`src/rtl/one_wire_temp_sensor_master_top_macros.svh`:
```
// Assertion macros shared by the RTL files.
`ifndef ONE_WIRE_TEMP_SENSOR_MASTER_TOP_MACROS_SVH
`define ONE_WIRE_TEMP_SENSOR_MASTER_TOP_MACROS_SVH

`ifndef SYNTH
// Concurrent assertion on an explicit clock and active-low reset
`define OWTSM_ASSERT_CR(label, clk, rstn, prop, msg) \
  label: assert property (@(posedge clk) disable iff (!rstn) prop) else $error(msg);
// Concurrent assertion on the block clock and reset
`define OWTSM_ASSERT(label, prop, msg) \
  `OWTSM_ASSERT_CR(label, clk_i, rst_ni, prop, msg)
`else
`define OWTSM_ASSERT_CR(label, clk, rstn, prop, msg)
`define OWTSM_ASSERT(label, prop, msg)
`endif

`endif

```
`src/rtl/owtsm_pkg.sv`:
```
package owtsm_pkg;

  // Operation kinds of one sequence step
  typedef enum logic [2:0] {
    OP_NONE,
    OP_RESET,
    OP_WCONST,
    OP_WRES,
    OP_READ
  } op_kind_e;

  typedef struct packed {
    op_kind_e    kind;
    logic [7:0]  data;
  } op_t;

  // Request codes
  typedef enum logic [1:0] {
    REQ_TICK,
    REQ_CONVERT,
    REQ_SET_RES,
    REQ_READ_TEMP
  } req_e;

  // Configuration register indexes
  typedef enum logic [1:0] {
    CFG_RESET_LOW,
    CFG_RESET_WAIT,
    CFG_WRITE_SLOT,
    CFG_READ_RECOVERY
  } cfg_idx_e;

  localparam int unsigned CfgIdxW  = 2;
  localparam int unsigned CfgDataW = 8;

  // Bus commands and fixed bytes
  localparam logic [7:0] CMD_SKIP_ROM      = 8'hCC;
  localparam logic [7:0] CMD_CONVERT       = 8'h44;
  localparam logic [7:0] CMD_WRITE_SCRATCH = 8'h4E;
  localparam logic [7:0] CMD_COPY_SCRATCH  = 8'h48;
  localparam logic [7:0] CMD_READ_SCRATCH  = 8'hBE;
  localparam logic [7:0] ALARM_BYTE        = 8'h00;

  // Configuration reset values
  localparam logic [7:0] RESET_LOW_DEFAULT     = 8'd200;
  localparam logic [7:0] RESET_WAIT_DEFAULT    = 8'd100;
  localparam logic [7:0] WRITE_SLOT_DEFAULT    = 8'd30;
  localparam logic [7:0] READ_RECOVERY_DEFAULT = 8'd20;

  typedef struct packed {
    logic [7:0] reset_low;
    logic [7:0] reset_wait;
    logic [7:0] write_slot;
    logic [7:0] read_recovery;
  } cfg_t;

  // One result item
  typedef struct packed {
    logic               bus_drive;
    logic               busy;
    logic               done;
    logic signed [15:0] temp_raw;
    logic               temp_valid;
  } result_t;

  // Outcome of one tick of a timed phase
  typedef struct packed {
    logic       done;
    logic [7:0] tick;
  } phase_t;

  function automatic op_t mk_op(op_kind_e kind, logic [7:0] data);
    op_t op;
    op.kind = kind;
    op.data = data;
    return op;
  endfunction

  // Operation list of each request, steps counted from one
  function automatic op_t op_lookup(req_e req, logic [3:0] step);
    op_t op;
    op = mk_op(OP_NONE, 8'h00);
    case (req)
      REQ_CONVERT: begin
        case (step)
          4'd1:    op = mk_op(OP_RESET, 8'h00);
          4'd2:    op = mk_op(OP_WCONST, CMD_SKIP_ROM);
          4'd3:    op = mk_op(OP_WCONST, CMD_CONVERT);
          default: op = mk_op(OP_NONE, 8'h00);
        endcase
      end
      REQ_SET_RES: begin
        case (step)
          4'd1:    op = mk_op(OP_RESET, 8'h00);
          4'd2:    op = mk_op(OP_WCONST, CMD_SKIP_ROM);
          4'd3:    op = mk_op(OP_WCONST, CMD_WRITE_SCRATCH);
          4'd4:    op = mk_op(OP_WCONST, ALARM_BYTE);
          4'd5:    op = mk_op(OP_WCONST, ALARM_BYTE);
          4'd6:    op = mk_op(OP_WRES, 8'h00);
          4'd7:    op = mk_op(OP_RESET, 8'h00);
          4'd8:    op = mk_op(OP_WCONST, CMD_SKIP_ROM);
          4'd9:    op = mk_op(OP_WCONST, CMD_COPY_SCRATCH);
          default: op = mk_op(OP_NONE, 8'h00);
        endcase
      end
      REQ_READ_TEMP: begin
        case (step)
          4'd1:    op = mk_op(OP_RESET, 8'h00);
          4'd2:    op = mk_op(OP_WCONST, CMD_SKIP_ROM);
          4'd3:    op = mk_op(OP_WCONST, CMD_READ_SCRATCH);
          4'd4:    op = mk_op(OP_READ, 8'h00);
          4'd5:    op = mk_op(OP_READ, 8'h00);
          default: op = mk_op(OP_NONE, 8'h00);
        endcase
      end
      default: op = mk_op(OP_NONE, 8'h00);
    endcase
    return op;
  endfunction

  // Count one tick of a phase; a length of zero acts as one tick
  function automatic phase_t phase_step(logic [7:0] tick, logic [7:0] len);
    logic [8:0] t;
    logic [7:0] l;
    phase_t     p;
    l = (len == 8'd0) ? 8'd1 : len;
    t = {1'b0, tick} + 9'd1;
    if (t >= {1'b0, l}) begin
      p.done = 1'b1;
      p.tick = 8'd0;
    end else begin
      p.done = 1'b0;
      p.tick = t[7:0];
    end
    return p;
  endfunction

endpackage

```
`src/rtl/owtsm_core.sv`:
```
`include "one_wire_temp_sensor_master_top_macros.svh"

module owtsm_core (
  input  logic              clk_i,
  input  logic              rst_ni,
  input  logic              step_en_i,
  input  logic [1:0]        req_i,
  input  logic [7:0]        res_byte_i,
  input  logic              bus_i,
  input  owtsm_pkg::cfg_t   cfg_i,
  output owtsm_pkg::result_t result_o
);
  import owtsm_pkg::*;

  localparam logic [1:0] PH_FIRST  = 2'd0;
  localparam logic [1:0] PH_SECOND = 2'd1;
  localparam logic [1:0] PH_THIRD  = 2'd2;
  localparam logic [1:0] PH_FOURTH = 2'd3;

  logic [3:0]  seq_q, seq_d;
  req_e        act_q, act_d;
  logic [1:0]  phase_q, phase_d;
  logic [2:0]  bit_q, bit_d;
  logic [7:0]  tick_q, tick_d;
  logic [7:0]  shift_q, shift_d;
  logic [7:0]  held_q, held_d;
  logic [7:0]  low_q, low_d;
  logic [15:0] temp_q, temp_d;

  // Advance the sequencer by one tick
  always_comb begin
    op_t        op_now;
    op_t        op_next;
    phase_t     ph;
    logic [3:0] seq_inc;
    logic       step_end;
    logic       drive;
    logic       busy;
    logic       done;
    logic       valid;

    seq_d    = seq_q;
    act_d    = act_q;
    phase_d  = phase_q;
    bit_d    = bit_q;
    tick_d   = tick_q;
    shift_d  = shift_q;
    held_d   = held_q;
    low_d    = low_q;
    temp_d   = temp_q;
    ph       = '0;
    step_end = 1'b0;
    drive    = 1'b1;
    busy     = 1'b0;
    done     = 1'b0;
    valid    = 1'b0;

    // Latch a new request on an idle tick
    if (seq_q == 4'd0 && req_i != 2'd0) begin
      act_d   = req_e'(req_i);
      held_d  = res_byte_i;
      seq_d   = 4'd1;
      op_now  = op_lookup(act_d, seq_d);
      case (op_now.kind)
        OP_WCONST: shift_d = op_now.data;
        OP_WRES:   shift_d = held_d;
        default:   shift_d = 8'h00;
      endcase
      phase_d = PH_FIRST;
      tick_d  = 8'd0;
      bit_d   = 3'd0;
    end

    op_now = op_lookup(act_d, seq_d);
    if (seq_d != 4'd0 && op_now.kind == OP_NONE) begin
      seq_d = 4'd0;
    end

    seq_inc = seq_d + 4'd1;
    op_next = op_lookup(act_d, seq_inc);

    if (seq_d != 4'd0) begin
      busy = 1'b1;
      case (op_now.kind)
        // Reset pulse, then release
        OP_RESET: begin
          if (phase_d == PH_FIRST) begin
            drive  = 1'b0;
            ph     = phase_step(tick_d, cfg_i.reset_low);
            tick_d = ph.tick;
            if (ph.done) begin
              phase_d = PH_SECOND;
            end
          end else begin
            drive  = 1'b1;
            ph     = phase_step(tick_d, cfg_i.reset_wait);
            tick_d = ph.tick;
            if (ph.done) begin
              step_end = 1'b1;
            end
          end
        end
        // Read slot: low, release, sample, recover
        OP_READ: begin
          case (phase_d)
            PH_FIRST: begin
              drive   = 1'b0;
              phase_d = PH_SECOND;
            end
            PH_SECOND: begin
              drive   = 1'b1;
              phase_d = PH_THIRD;
            end
            PH_THIRD: begin
              drive   = 1'b1;
              shift_d = {bus_i, shift_d[7:1]};
              phase_d = PH_FOURTH;
            end
            default: begin
              drive  = 1'b1;
              ph     = phase_step(tick_d, cfg_i.read_recovery);
              tick_d = ph.tick;
              if (ph.done) begin
                phase_d = PH_FIRST;
                tick_d  = 8'd0;
                if (bit_d == 3'd7) begin
                  bit_d    = 3'd0;
                  step_end = 1'b1;
                  if (op_next.kind == OP_NONE) begin
                    temp_d = {shift_d, low_d};
                    valid  = 1'b1;
                  end else begin
                    low_d = shift_d;
                  end
                end else begin
                  bit_d = bit_d + 3'd1;
                end
              end
            end
          endcase
        end
        // Write slot: low, data bit, release
        default: begin
          case (phase_d)
            PH_FIRST: begin
              drive   = 1'b0;
              phase_d = PH_SECOND;
            end
            PH_SECOND: begin
              drive  = shift_d[0];
              ph     = phase_step(tick_d, cfg_i.write_slot);
              tick_d = ph.tick;
              if (ph.done) begin
                phase_d = PH_THIRD;
              end
            end
            default: begin
              drive   = 1'b1;
              shift_d = {1'b0, shift_d[7:1]};
              phase_d = PH_FIRST;
              tick_d  = 8'd0;
              if (bit_d == 3'd7) begin
                bit_d    = 3'd0;
                step_end = 1'b1;
              end else begin
                bit_d = bit_d + 3'd1;
              end
            end
          endcase
        end
      endcase

      // Move to the next operation or finish
      if (step_end) begin
        phase_d = PH_FIRST;
        tick_d  = 8'd0;
        bit_d   = 3'd0;
        if (op_next.kind == OP_NONE) begin
          seq_d = 4'd0;
          done  = 1'b1;
        end else begin
          seq_d = seq_inc;
          case (op_next.kind)
            OP_WCONST: shift_d = op_next.data;
            OP_WRES:   shift_d = held_d;
            default:   shift_d = 8'h00;
          endcase
        end
      end
    end

    result_o.bus_drive  = drive;
    result_o.busy       = busy;
    result_o.done       = done;
    result_o.temp_raw   = $signed(temp_d);
    result_o.temp_valid = valid;
  end

  // Hold state between items
  always_ff @(posedge clk_i or negedge rst_ni) begin
    if (!rst_ni) begin
      seq_q   <= 4'd0;
      act_q   <= REQ_TICK;
      phase_q <= PH_FIRST;
      bit_q   <= 3'd0;
      tick_q  <= 8'd0;
      shift_q <= 8'h00;
      held_q  <= 8'h00;
      low_q   <= 8'h00;
      temp_q  <= 16'h0000;
    end else if (step_en_i) begin
      seq_q   <= seq_d;
      act_q   <= act_d;
      phase_q <= phase_d;
      bit_q   <= bit_d;
      tick_q  <= tick_d;
      shift_q <= shift_d;
      held_q  <= held_d;
      low_q   <= low_d;
      temp_q  <= temp_d;
    end
  end

  `OWTSM_ASSERT(a_idle_stays, step_en_i && seq_q == 4'd0 && req_i == 2'd0 |=> seq_q == 4'd0, "idle tick without request left idle")
  `OWTSM_ASSERT(a_valid_done, result_o.temp_valid |-> result_o.done && result_o.busy, "temperature valid outside sequence end")
  `OWTSM_ASSERT(a_hold_state, !step_en_i |=> $stable(seq_q) && $stable(temp_q), "state moved without an item")

endmodule

```
`src/rtl/one_wire_temp_sensor_master_top.sv`:
```
// Latency: a result item is presented the cycle after its input item is accepted.
// Throughput: one item (one bus tick) per cycle; input ready stays high while
// the output register is empty or being drained the same cycle.
// Reset: timing registers return to 200/100/30/20 ticks, the sequencer goes idle,
// the stored temperature clears to zero and no result is pending.
`include "one_wire_temp_sensor_master_top_macros.svh"

module one_wire_temp_sensor_master_top (
  input  logic                                   clk_i,
  input  logic                                   rst_ni,
  input  logic                                   in_valid_i,
  output logic                                   in_ready_o,
  input  logic [1:0]                             req_type_i,
  input  logic [7:0]                             resolution_byte_i,
  input  logic                                   bus_in_i,
  output logic                                   out_valid_o,
  input  logic                                   out_ready_i,
  output logic                                   bus_drive_o,
  output logic                                   busy_res_o,
  output logic                                   done_res_o,
  output logic signed [15:0]                     temp_raw_o,
  output logic                                   temp_valid_o,
  input  logic                                   cfg_we_i,
  input  logic [owtsm_pkg::CfgIdxW-1:0]          cfg_index_i,
  input  logic [owtsm_pkg::CfgDataW-1:0]         cfg_wdata_i
);
  import owtsm_pkg::*;

  cfg_t    cfg_q;
  result_t res_d;
  result_t res_q;
  logic    out_valid_q;
  logic    accept;

  assign in_ready_o = !out_valid_q || out_ready_i;
  assign accept     = in_valid_i && in_ready_o;

  // Write timing registers
  always_ff @(posedge clk_i or negedge rst_ni) begin
    if (!rst_ni) begin
      cfg_q.reset_low     <= RESET_LOW_DEFAULT;
      cfg_q.reset_wait    <= RESET_WAIT_DEFAULT;
      cfg_q.write_slot    <= WRITE_SLOT_DEFAULT;
      cfg_q.read_recovery <= READ_RECOVERY_DEFAULT;
    end else if (cfg_we_i) begin
      case (cfg_idx_e'(cfg_index_i))
        CFG_RESET_LOW:     cfg_q.reset_low     <= cfg_wdata_i;
        CFG_RESET_WAIT:    cfg_q.reset_wait    <= cfg_wdata_i;
        CFG_WRITE_SLOT:    cfg_q.write_slot    <= cfg_wdata_i;
        CFG_READ_RECOVERY: cfg_q.read_recovery <= cfg_wdata_i;
        default:           cfg_q               <= cfg_q;
      endcase
    end
  end

  owtsm_core u_core (
    .clk_i      (clk_i),
    .rst_ni     (rst_ni),
    .step_en_i  (accept),
    .req_i      (req_type_i),
    .res_byte_i (resolution_byte_i),
    .bus_i      (bus_in_i),
    .cfg_i      (cfg_q),
    .result_o   (res_d)
  );

  // Track a pending result item
  always_ff @(posedge clk_i or negedge rst_ni) begin
    if (!rst_ni) begin
      out_valid_q <= 1'b0;
    end else if (accept) begin
      out_valid_q <= 1'b1;
    end else if (out_ready_i) begin
      out_valid_q <= 1'b0;
    end
  end

  // Capture the result payload
  always_ff @(posedge clk_i) begin
    if (accept) begin
      res_q <= res_d;
    end
  end

  assign out_valid_o  = out_valid_q;
  assign bus_drive_o  = res_q.bus_drive;
  assign busy_res_o   = res_q.busy;
  assign done_res_o   = res_q.done;
  assign temp_raw_o   = res_q.temp_raw;
  assign temp_valid_o = res_q.temp_valid;

  `OWTSM_ASSERT(a_accept_shows, accept |=> out_valid_o, "accepted item produced no result")
  `OWTSM_ASSERT(a_done_busy, out_valid_o && done_res_o |-> busy_res_o, "done without busy")
  `OWTSM_ASSERT(a_held_result, out_valid_o && !out_ready_i |=> $stable(res_q), "pending result changed")

endmodule
```
`config.mk`:
```
export PLATFORM = sky130hd
export DESIGN_NAME = one_wire_temp_sensor_master_top
export DESIGN_NICKNAME = d
export VERILOG_FILES = /design/src/rtl/owtsm_pkg.sv /design/src/rtl/owtsm_core.sv /design/src/rtl/one_wire_temp_sensor_master_top.sv
export VERILOG_INCLUDE_DIRS = /design/src /design/src/rtl
export SDC_FILE = /design/constraint.sdc
export NUM_CORES = 1
export LEC_CHECK = 0
export ABC_AREA = 1
export ABC_CLOCK_PERIOD_IN_PS = 4650
export BUFFER_PORTS_ARGS = -buffer_cell sky130_fd_sc_hd__buf_2
export CAP_MARGIN = 10
export CORE_MARGIN = 2
export CORE_UTILIZATION = 62
export CTS_CLUSTER_SIZE = 24
export DETAILED_ROUTE_END_ITERATION = 16
export PLACE_DENSITY = 0.85
export SETUP_SLACK_MARGIN = 0.05
export SYNTH_ARGS = -nofsm -noshare
export SYNTH_HDL_FRONTEND = slang
export SYNTH_SLANG_ARGS = --single-unit
```
`constraint.sdc`:
```
create_clock -name clk_i -period 4.65 [get_ports clk_i]
set_clock_uncertainty 0.2 [all_clocks]
set_input_delay 0.6975 -clock clk_i [delete_from_list [all_inputs] [get_ports clk_i]]
set_output_delay 0.6975 -clock clk_i [all_outputs]
set_load 0.02 [all_outputs]
```
; ---- Yosys cells after proc, flatten, opt, wreduce, memory -nomap -nowiden
; Memories as Yosys holds them, arrays and structs flattened.
; Cells that the tools add are included.
[word_totals]
reg_bits = 112
rom_bits = 224
inputBits = 26
out_inout_bits = 22
n_memories = 2
[classes]
addsub = 3
n_lt_le_gt_ge = 4
eq_ne = 28
muxes = 91
n_bitwise = 6
n_reduce_logical = 31
[memory_table]
columns = memory, depth, width, rd, rd_clocked_by_memory_dff, write_ports, line_no
row1 = (name not given), 16, 7, 1, 0, 0, owtsm_pkg.sv:93  ; case (step)
row2 = (name not given), 16, 7, 1, 0, 0, owtsm_pkg.sv:93
[op_table]
columns = operator, count
row1 = $mux W9, 17
row2 = $mux W8, 17
row3 = $mux W16, 6
row4 = $pmux W11 S4, 2
row5 = $pmux W8 S2, 5
row6 = $pmux W11 S3, 2
row7 = $pmux W10 S3, 2
row8 = $ge A9 B8 Y1, 4
row9 = $logic_not A8 Y1, 4
row10 = $mux W3, 7
row11 = $mux W4, 5
row12 = $eq A4 B2 Y1 const B, 4
row13 = $eq A4 B3 Y1 const B, 4
row14 = $mux W2, 8
row15 = $eq A2 B2 Y1 const B, 7
row16 = $mux W1, 13
row17 = $eq A3 B2 Y1 const B, 4
row18 = $mux W11, 1
row19 = $reduce_and A2 Y1, 5
row20 = $add A8 B1 Y9 const B, 1
row21 = $eq A2 B1 Y1 const B, 4
row22 = $eq A4 B1 Y1 const B, 2
row23 = $pmux W2 S2, 2
row24 = $reduce_bool A4 Y1, 2
row25 = other kinds (19), 35

; ---- Longest topological paths before layout
[depth]
depth_word = 22
mapped_depth = 32

; ---- Cells and area by module
; Synthesis repeated with hierarchy kept, for this count alone.
[hier_totals]
cells_unflattened = 1011
area_unflattened_um2 = 7786.2
[modules_own_cells]
columns = mod, n_inst, cells_each, area_per_inst_um2, seq_area_each_um2
row1 = owtsm_core, 1, 842, 5693.0, 1476.4
row2 = one_wire_temp_sensor_master_top, 1, 169, 2093.3, 1441.4

; ---- Least setup slack after synthesis
; No wires, ideal clock.
[synth_path]
path_type = input-to-reg
from = input port req_type_i[0]
to = register res_q (netlist bit temp_raw_o[11]), data pin
t_arrival_ns = 3.822
t_required_ns = 4.195
slack_ns = 0.373
path_stages = 27
path_buffers = 3
cell_sequence = inv_1 > nand2_1 > nand3_2 > buf_6 > clkbuf_1 > nand2_1 > inv_1 > ha_1 > nand3_1 > xor2_1 > ha_1 > a21oi_1 > o21a_1 > o21ai_0 > nand2_1 > nand2_1 > nand2_1 > nand3_1 > nand2_1 > inv_2 > nand3_1 > inv_1 > nand2_4 > buf_6 > nand2_1 > o21ai_2 > inv_1
[synth_lines]
columns = item, line_no
row1 = from (decl), one_wire_temp_sensor_master_top.sv:13  ; input logic [1:0] req_type_i,
row2 = to (signal assigned), one_wire_temp_sensor_master_top.sv:81  ; res_q <= res_d;
row3 = to (decl), one_wire_temp_sensor_master_top.sv:31  ; result_t res_q;

; ---- Worst setup path in the final report
[layout_path]
from = register u_core.seq_q[3]
to = register u_core.shift_q[1]
[layout_via]
elab_chain_len = 20
[layout_lines]
columns = item, line_no
row1 = from (decl), owtsm_core.sv:20  ; logic [3:0] seq_q, seq_d;
row2 = from (signal assigned), owtsm_core.sv:212  ; seq_q <= seq_d;
row3 = $logic_not A4 Y1, owtsm_core.sv:59  ; if (seq_q == 4'd0 && req_i != 2'd0) begin
row4 = $logic_and A1 B1 Y1, owtsm_core.sv:59
row5 = $mux W4, owtsm_core.sv:59
row6 = $eq A4 B3 Y1, owtsm_pkg.sv:107  ; case (step)
row7 = $reduce_or A2 Y1 (no source line), --
row8 = $pmux W11 S4, owtsm_pkg.sv:107
row9 = $pmux W11 S3, owtsm_pkg.sv:83  ; case (req)
row10 = $logic_not A3 Y1, owtsm_core.sv:75  ; if (seq_d != 4'd0 && op_now.kind == OP_NONE) begin
row11 = [... 4 more ...], --
row12 = $reduce_or A2 Y1 (no source line), --
row13 = $pmux W11 S4, owtsm_pkg.sv:107
row14 = $pmux W11 S3, owtsm_pkg.sv:83
row15 = $eq A3 B2 Y1, owtsm_core.sv:183  ; case (op_next.kind)
row16 = $pmux W8 S2, owtsm_core.sv:183
row17 = $mux W8, owtsm_core.sv:178  ; if (op_next.kind == OP_NONE) begin
row18 = $mux W8, owtsm_core.sv:174  ; if (step_end) begin
row19 = $mux W8 (*), owtsm_core.sv:82  ; if (seq_d != 4'd0) begin
row20 = to (signal assigned), owtsm_core.sv:217  ; shift_q <= shift_d;
row21 = to (decl), owtsm_core.sv:25  ; logic [7:0] shift_q, shift_d;
; Mark *: on every way between the ends. The rest lies on a longest branch, timed or not. The select of a mux whose other input is x is not followed.
; A chain may end at the register's enable or synchronous reset.

==> results.txt <==
----------------------------------------------------
[STA]
  Final total negative setup slack ... 0 ns
  Pins over their slew limit ... 0
  Unrepaired setup endpoints after global routing ... false
  Worst slew pin tran ... between 1 and 1.5 ns
  Number of setup violations in the final report ... 0
  Period Utilization, post-route ... 89.4%
  Fmax achieved ... 241 MHz
  Minimum clock period ... 4.16 ns
  Number of hold violations in the final report ... 0
  Max-slew headroom at the worst pin ... 27.0%

[Synth]
  Yosys warning total ... 0
  Share of flip-flops with an asynchronous set or reset after synthesis ... between 80% and 90%
  Unique cell type count in the Yosys netlist ... 52
  Most instantiated library cell after synthesis ... nand2_1
  Synthesized instance count ... 986
  Share of the yosys chip area belonging to registers ... between 30% and 40%
  Share of the synthesized area in compound gates (AO/OA/AOI/OAI) ... 18.2%
  Post-synthesis simple-gate area fraction ... 25.2%
  Synth cell count leaders ... nand2_1 (264), inv_1 (127), o21ai_0 (87)
  Predominant post-synthesis flop cell ... dfrtp_1
  Flip-flop and latch count after synthesis ... 112
  Post-synthesis mux area share ... 0.135%
  Synthesized area divided by synthesized cell count ... 7.52 um^2
  Main combinational cell family by area after synthesis ... simple AND/OR/NAND/NOR gates
  Share of the synthesized area in the top cell type ... 27.0%
  Post-Synth Adder-Cell Area ... 7.76%
  Count of flip-flops with a built-in enable after synthesis ... 20
  Post-synthesis net count ... 1058
  Top cells by area in the synthesized netlist ... dfrtp_1 (27%), nand2_1 (13%), edfxtp_1 (8.1%)
  Netlist area before placement ... between 7000 and 8000 um^2
  Most area-hungry cell type in the Yosys netlist ... dfrtp_1
  Synth Area in XOR/XNOR ... 0.354%

[Worst setup path]
  Maximum fanout encountered on the critical timing path ... 8
  Critical path data arrival time ... approximately 4.2 ns
  Critical path endpoint category ... flip-flop
  Critical path data required time ... around 4.7 ns
  Kind of critical path ... reg2reg
  Startpoint types ... flip-flop

[Die]
  Starting density of the core ... 64.1%
  Cell Rows ... 39
  IO Pins ... 48
  Die X ... 113 um
  Full die area ... 12800 um^2
  Area inside the core boundary ... 11600 um^2
  Die Height ... 113 um

[Placed design]
  Placed inst area ... between 7000 and 8000 um^2
  Placer congestion estimate ... 0.960
  Input/output buffers ... 47
  Detail Placement HPWL ... 13000 um

[Drt]
  DRT Pass-1 Iters ... 5
  Mean number of vias per cell ... 5.77
  Antenna viol nets, final ... 0
  Number of vias in the routed layout ... 6815
  WL/cell ... approximately 15 um
  First DRT Iteration DRCs ... about 700
  Final WL ... 18000 um
  DRC violation count after routing ... 0

[Global routing]
  Vias in the first global route ... 6188
  Met3 demand-to-capacity share in global routing ... 6.21%
  Most used routing layer in global routing ... met2
  Overall routing resource usage ... a little under 30%
  Leftover overflow at the end of global routing ... 0
  Pin count of the biggest net entering global routing ... 67
  Global-route met2 utilization ... 46.4%
  Number of antenna violations at the first check in global routing ... 0
  Global-route wire length before repair ... 30400 um
  Global routing met1 resource utilization ... 40.8%

[Cells and area]
  Fraction of layout instances using a drive strength above 1 ... 14.3%
  Post-layout util ... 70.6%
  Area used by multi-input combinational logic ... 3820 um^2
  Final standard cell area without fillers ... 8160 um^2
  Net count, final ... around 1100
  Layout fillers ... slightly below 900
  Diode insertion count for antenna repair ... 0
  Combined flip-flop and latch cell area ... about 2900 um^2
  Area growth from synthesis to final layout ... 10.0%

[CTS]
  Worst-Skew Late Latency ... 0.37 ns
  Hold buffer count at CTS ... 0
  Number of instances resized during post-cts repair ... 0
  Clock Sink Count ... around 110
  Worst-path clk slew ... roughly 0.080 ns
  Root buffer selected by CTS ... clkbuf_16
  TritonCTS clock tree ... done
  Post-CTS Setup Repair Bufs ... 0
  Cts bufs inserted ... 9
  Number of H-tree levels ... 3
  Clock buffer depth ... 2

[Run]
  Max-capacitance violation count ... 0

[Pwr]
  P per Cell Area ... 749 nW/um^2
  Total power after layout ... roughly 6.1 mW
  Combinational Power Share ... 62.2%
  Net switching component of the power ... 3.08 mW
  Reported leakage power ... between 4 and 5 nW
  Register share of total power ... 23.7%
  Max VDD drop ... 494 uV
  Switching power as a share of total power ... 50.4%
  Part of the total power dissipated in the clock network ... approximately 14%
  Internal power of the cells ... 3.03 mW

[Outcome]
  Outcome ... finished clean

[Worst hold path]
  Class of the tightest hold or removal check ... in2async

----------------------------------------------------
## final timing paths
| check | cells after the start | to | from | slack, ns |
|---|---|---|---|---|
| max reg2reg | 27 | u_core.shift_q[1] | u_core.seq_q[3] | 0.49 |
| max | 27 | u_core.shift_q[1] | u_core.seq_q[3] | 0.49 |
| min in group clk_i | 2 | u_core.temp_q[11] | u_core.temp_q[11] | 0.28 |
| min reg2reg | 2 | u_core.temp_q[11] | u_core.temp_q[11] | 0.28 |
| min | 1 | u_core.held_q[2] | rst_ni | 0.24 |
| max in group asynchronous | 2 | u_core.temp_q[13] | rst_ni | 3.13 |
## placed cells by master (no fill, tap or decap), drive strengths merged, types with 12 or more instances in the layout
cell,Yosys,layout
nand2,279,279
a31oi,18,18
dfrtp,80,80
inv,132,135
nor2,69,69
ha,46,46
edfxtp,20,20
dfstp,12,12
nand3,60,60
a21oi,43,43
buf,6,67
o21ai,114,114
## cell families after synthesis
family	Yosys count
muxes	1
AOI/OAI and AO/OA	224
and+or+nand+nor	431
buffers and inverters	169
DFF	112
adders and majority gates	46
xor gates and xnor gates	3
## power by group through the flow
| stage | Clock, mW | Combinational, mW | Sequential [mW] |
|---|---|---|---|
| 2_1_floorplan | 0 | 2.72 | 1.45 |
| 3_3_place_gp | 0 | 3.66 | 1.45 |
| 3_5_place_dp | 0 | 3.70 | 1.46 |
| 4_1_cts | 0.874 | 3.73 | 1.44 |
| 5_1_grt | 0.911 | 4.26 | 1.47 |
| 6_report | 0.864 | 3.80 | 1.45 |
## state kept, by name, summed over array words and instances (netlist names)
signal          count
temp_raw_o         16
u_core.shift_q      8
cfg_q              32
u_core.temp_q      16
u_core.seq_q        4
u_core.low_q        8
u_core.phase_q      2
bus_drive_o         1
done_res_o          1
out_valid_o         1
u_core.bit_q        3
u_core.tick_q       8
u_core.act_q        2
busy_res_o          1
u_core.held_q       8
temp_valid_o        1
## worst max-delay path, stage by stage (launching register included)
cell     delay (ns)
dfrtp_1        0.46
nor2_4         0.18
nand3_2        0.16
nand2_1        0.17
inv_1          0.07
ha_1           0.22
or2_2          0.29
nand2_1        0.10
inv_1          0.08
ha_1           0.32
a21oi_1        0.07
o21a_1         0.16
o21ai_0        0.07
nand2_1        0.07
nand2_1        0.07
nand2_1        0.06
nand3_1        0.09
nand2_1        0.09
inv_2          0.12
nand3_1        0.12
nand3_2        0.13
inv_2          0.07
nor2_2         0.27
nand3_1        0.15
nand2_1        0.09
nand2_1        0.05
nand2_1        0.06
nand2_1        0.05
## cell type report
type	count	area share, %
Clock buffer	9	2.76
Clock inverter	7	1.26
Inverter	138	6.38
Multi-Input combinational cell	705	46.9
Sequential cell	112	35.8
Tap cell	143	2.19
Timing Repair Buffer	67	4.75
## stage by stage
step,hold WS [ns],std cells,setup WS [ns]
2_1_floorplan,0.202,986,0.373
3_3_place_gp,0.265,1165,0.217
3_5_place_dp,0.268,1165,0.181
4_1_cts,0.261,1181,0.516
5_1_grt,0.309,1181,0.0552
6_report,0.238,1181,0.493
## per-layer routing
layer | share of wire, % | wire length, um
met1 | 45 | 8040
met2 | 46 | 8230
met3 | 7.0 | 1260
met4 | 2.6 | 470
met5 | 0 | 0
(Power assumes the default switching activity.)
